**src/hw/rtl/lrust_pkg.sv**
```systemverilog
// Package with the shared types and constants of the LRU session slot table.
`timescale 1ns / 1ps
package lrust_pkg;

    localparam int KEY_W      = 64;
    localparam int TURN_W     = 32;
    localparam int STAMP_W    = 64;
    localparam int SLOT_IDX_W = 12;
    localparam int OUT_IDX_W  = 8;

    localparam logic [TURN_W-1:0] TURN_MAX = '1;

    // Search token that walks along the cell chain.
    typedef struct packed {
        logic                  vld;
        logic [KEY_W-1:0]      key;
        logic                  hit;
        logic [SLOT_IDX_W-1:0] hit_idx;
        logic [TURN_W-1:0]     hit_turns;
        logic                  free;
        logic [SLOT_IDX_W-1:0] free_idx;
        logic                  old;
        logic [SLOT_IDX_W-1:0] old_idx;
        logic [STAMP_W-1:0]    old_stamp;
    } t_tok;

    // Write-back broadcast to every cell.
    typedef struct packed {
        logic                  vld;
        logic                  new_entry;
        logic [SLOT_IDX_W-1:0] idx;
        logic [KEY_W-1:0]      key;
        logic [TURN_W-1:0]     turns;
        logic [STAMP_W-1:0]    stamp;
    } t_upd;

    typedef enum logic [1:0] {
        S_IDLE,
        S_SCAN,
        S_UPD
    } t_state;

endpackage

```
**src/hw/rtl/lrust_cell.sv**
```systemverilog
// One slot of the table, which also updates the search token passing through it.
`timescale 1ns / 1ps
module lrust_cell #(
    parameter int IDX = 0
) (
    input  logic            i_clk,
    input  logic            i_rst_n,
    input  lrust_pkg::t_tok i_tok,
    input  lrust_pkg::t_upd i_upd,
    output lrust_pkg::t_tok o_tok
);
    import lrust_pkg::*;

    localparam logic [SLOT_IDX_W-1:0] MY_IDX = SLOT_IDX_W'(IDX);

    logic               r_valid;
    logic [KEY_W-1:0]   r_key;
    logic [TURN_W-1:0]  r_turns;
    logic [STAMP_W-1:0] r_stamp;
    t_tok               r_tok;
    t_tok               n_tok;

    always_comb begin
        n_tok = i_tok;
        if (!i_tok.hit && r_valid && r_key == i_tok.key) begin
            n_tok.hit       = 1'b1;
            n_tok.hit_idx   = MY_IDX;
            n_tok.hit_turns = r_turns;
        end
        if (!i_tok.free && !r_valid) begin
            n_tok.free     = 1'b1;
            n_tok.free_idx = MY_IDX;
        end
        // Strict compare keeps the lowest slot among equal stamps.
        if (r_valid && (!i_tok.old || r_stamp < i_tok.old_stamp)) begin
            n_tok.old       = 1'b1;
            n_tok.old_idx   = MY_IDX;
            n_tok.old_stamp = r_stamp;
        end
    end

    always_ff @(posedge i_clk) begin
        if (!i_rst_n) begin
            r_valid   <= 1'b0;
            r_tok.vld <= 1'b0;
        end else begin
            r_tok.vld <= n_tok.vld;
            if (i_upd.vld && i_upd.idx == MY_IDX) begin
                r_valid <= 1'b1;
            end
        end
        r_tok.key       <= n_tok.key;
        r_tok.hit       <= n_tok.hit;
        r_tok.hit_idx   <= n_tok.hit_idx;
        r_tok.hit_turns <= n_tok.hit_turns;
        r_tok.free      <= n_tok.free;
        r_tok.free_idx  <= n_tok.free_idx;
        r_tok.old       <= n_tok.old;
        r_tok.old_idx   <= n_tok.old_idx;
        r_tok.old_stamp <= n_tok.old_stamp;
        if (i_upd.vld && i_upd.idx == MY_IDX) begin
            if (i_upd.new_entry) begin
                r_key <= i_upd.key;
            end
            r_turns <= i_upd.turns;
            r_stamp <= i_upd.stamp;
        end
    end

    assign o_tok = r_tok;

endmodule

```
**config.mk**
```make
export PLATFORM = sky130hd
export DESIGN_NAME = lrust_cell
export DESIGN_NICKNAME = d
export VERILOG_FILES = /design/src/hw/rtl/lrust_pkg.sv /design/src/hw/rtl/lrust_cell.sv
export SDC_FILE = /design/constraint.sdc
export NUM_CORES = 1
export LEC_CHECK = 0
export CAP_MARGIN = 25
export CORE_AREA = 2 2 224 226
export DETAILED_ROUTE_END_ITERATION = 16
export DIE_AREA = 0 0 226 228
export DONT_BUFFER_PORTS = 1
export PLACE_DENSITY = 0.52
export SLEW_MARGIN = 30
export SYNTH_ARGS = -nofsm -noshare
export SYNTH_HDL_FRONTEND = slang
export SYNTH_SLANG_ARGS = --single-unit
```
**constraint.sdc**
```tcl
create_clock -name i_clk -period 12.8 [get_ports i_clk]
set_input_delay 1.28 -clock i_clk [delete_from_list [all_inputs] [get_ports i_clk]]
set_output_delay 1.28 -clock i_clk [all_outputs]
set_load 0.03 [all_outputs]
```
==> summary.md <==
| Metric | Value |
|---|---|
| Outcome | finished, final reports clean |
| Total GRT Usage | 13.0% |
| Fraction of synthesized area in multiplexers | 8.56% |
| Syn Inst Count | 843 |
| Post-CTS Hold Buffers | 0 |
| Initial Utilization | 25.6% |
| Port bufs | 0 |
| Post-route worst setup slack | 8.26 ns |
| Die area | 0.0515 sq mm |
| Clock Tree Buf Depth | 3 |
| Sum Neg Setup Slack | 0 ns |
| Die Span Y | 228 microns |
| Syn_area_per_cell | 15.0 sq um |
| DR vias/cell | 4.17 |
| Clock sink total | 361 |
| Critical path's slowest cell | a32oi_4 |
| Yosys reg bits | 361 |
| Share of cells above drive strength 1 | 16.2% |
| Worst R2R End | o_tok[14] |
| Global-route wire length before repair | 47,700 microns |
| Remaining global-route overflow | 0 |
| CP Cell Sequence | inv_1 > ha_1 > and4_1 > nor4bb_1 > and3_1 > nand2_1 > a2bb2oi_1 > a32oi_4 > buf_4 > mux2_2 |
| Arr. time, crit path | 4.97 ns |
| H-tree levels | 2 |
| Fin. max-slew vios | 0 |
| Die Width | 226 microns |
| Post-Synth Adder-Cell Area | 6.24% |
| Slew @ Worst Pin | 0.954 ns |
| CTS tree | yes |
| Setup crit end kind | flip-flop |
| Min Tclk post-route | 4.54 ns |
| Post-Synth XOR/XNOR Area | 3.67% |
| CP startpoint kind | input pin |
| WL/cell | 21.9 microns |
| EDFF count, synth | 160 |
| P per Cell Area | 173 mW/mm^2 |
| Drt drc | 0 |
| Reg2reg setup slack | 8.56 ns |
| Detailed-route via count | 6,639 |
| Post-cts gate resize count | 0 |
| Final Hold Vio Count | 0 |
| Worst Path Buf+Inv | 2 |
| Worst Skew | 0.0223 ns |
| Critical Path RT | 13.22 ns |
| Peak supply drop | 0.000114 V |
| Max cap viols | 0 |
| Pre-CTS WS | 7.52 ns |
| Core Region | 0.0493 sq mm |
| Slew HR | 36.4% |
| Post-Route WL | 34,900 microns |
| Simple-gate share of the synthesized area | 5.66% |
| Clk root buf | clkbuf_16 |
| Routed Antenna Nets | 0 |
| Worst reg-to-reg path cell count | 9 |
| Critical path class | input pin to flip-flop |
| CP delay by family, top | simple AND/OR/NAND/NOR gates |
| Routability cong. | 0.780 |
| Final nets | 1,317 |
| Power Total | 2.58 mW |
| Largest net degree at the start of global routing | 55 |
| Worst min path class | flip-flop to flip-flop |
| Post-Syn Area | 0.0126 sq mm |
| Final core occ | 30.2% |
| RSZ-0062 raised after global routing | no |
| Post-CTS Setup Repair Bufs | 0 |
| Post-DP HPWL | 27,200 microns |
| Final setup vio count | 0 |
| Initial antenna violation count | 18 |
| Sequential fraction of the synthesis area | 69.9% |
| Hold path startpoint | r_turns[16] |
| Largest family of logic cells by synthesized area | multiplexers |
| Crit path largest cell delay | 0.83 ns |
| Final Cycle Share | 35.5% |
| Initial DRC Count | 235 |
| Worst hold endpoint | o_tok[106] |
| Reg clk slew, reported paths | 0.06 ns |
| P&R area growth vs syn | 17.8% |
| Warnings from Yosys | 0 |
| Crit-path max FO | 54 |
| Cts bufs inserted | 40 |
| Synth async-reset ratio | 0% |
| Leakage | 5.66 nW |
| Hold Crit Depth | 1 |
| Synth Flop Type | dfxtp_1 |
| Reg2reg start | r_stamp[53] |
| Synth unique cells | 45 |
| Vias in the first global route | 7,198 |
| Maximum achievable frequency | 220 MHz |
| Num ports | 576 |
| 1st-pass router iterations | 7 |
| Synth Area in Compound Gates | 3.01% |
| Row Count | 82 |
| Clock latency on the worst-skew pair | 0.55 ns |
| Syn Nets | 1,282 |
cell families (layout without fill, tap and decap cells):
group / after synthesis / count (layout)
DFF: 361 / 361
and+or+nand+nor: 120 / 120
muxes: 96 / 96
buffers and inverters: 91 / 158
adders and majority gates: 63 / 63
AOI/OAI and AO/OA: 59 / 59
xor gates and xnor gates: 53 / 53
other: 0 / 9
metrics by stage:
stage          hold WS (ns)  instance area, sq um  instances
3_3_place_gp          0.451                 13500       1508
4_1_cts               0.472                 14900       1582
3_5_place_dp          0.456                 13500       1508
2_1_floorplan         0.428                 12600        843
5_1_grt               0.483                 14900       1586
6_report              0.470                 14900       1591
cells in the final DEF, fill, tap and decap left out, types with 13 or more instances in the layout:
| cell type | synthesis | layout |
|---|---|---|
| ha_1 | 63 | 63 |
| nand4_1 | 16 | 16 |
| mux2_1 | 28 | 28 |
| mux2_2 | 68 | 68 |
| clkbuf_16 | 0 | 41 |
| xor2_1 | 35 | 35 |
| dfxtp_1 | 201 | 201 |
| inv_1 | 78 | 78 |
| and2_1 | 14 | 13 |
| nor4_1 | 14 | 13 |
| edfxtp_1 | 160 | 160 |
| nand2_1 | 19 | 19 |
| xnor2_1 | 18 | 18 |
| nor2b_1 | 27 | 27 |
| a21oi_1 | 24 | 24 |
sequential cells by signal (all words and copies together), names as in the netlist:
signal / count
o_tok: 200
r_key: 64
r_valid: 1
r_stamp: 64
r_turns: 32
routing by layer:
layer	vias to the layer above	global-route usage [%]	part of all wire (%)
met3	89	7.26	13
met1	3084	12.2	33
li1	3074	-	-
met2	376	22.3	50
met5	-	0	0.32
met4	16	6.75	4.3
cell type report:
type / instances / area, sq um
fillers: 4962 / 34500
flip-flops and latches: 361 / 8830
multi-input cells: 391 / 3460
clock buffers: 56 / 1160
well taps: 672 / 841
inverters: 78 / 293
clock inverters: 18 / 238
repair buffers: 6 / 45.0
diodes: 9 / 22.5
power breakdown:
part / switching (mW) / internal (mW)
registers: 0.0848 / 1.24
logic: 0.0241 / 0.0301
clock network: 0.466 / 0.739
total: 0.575 / 2.01
how the worst max path moves through the flow:
stage | from | end | slack (ns) | depth (start not counted)
final | i_tok[55] | o_tok[14] | 8.26 | 10
after global routing | i_tok[59] | o_tok[14] | 7.96 | 10
after CTS | i_tok[59] | o_tok[14] | 8.08 | 10
after detailed placement | i_tok[59] | o_tok[14] | 7.52 | 10
after global placement | i_tok[59] | o_tok[4] | 7.58 | 10
after floorplan | i_upd[161] | r_key[0] | 3.29 | 3
cell usage after synthesis, drive strengths merged, types with 5 or more instances:
library cell / instances / area (sq um)
edfxtp: 160 / 4800
mux2: 96 / 1080
ha: 63 / 788
dfxtp: 201 / 4020
nand2: 19 / 71.3
nor2b: 27 / 169
nor3: 5 / 25.0
xnor2: 18 / 158
nor4: 15 / 109
buf: 10 / 71.3
inv: 78 / 293
nand3: 6 / 30.0
xor2: 35 / 307
a21oi: 24 / 120
and2: 14 / 87.6
nand4: 16 / 100
o21ai: 9 / 45.0
(Power assumes the default switching activity.)
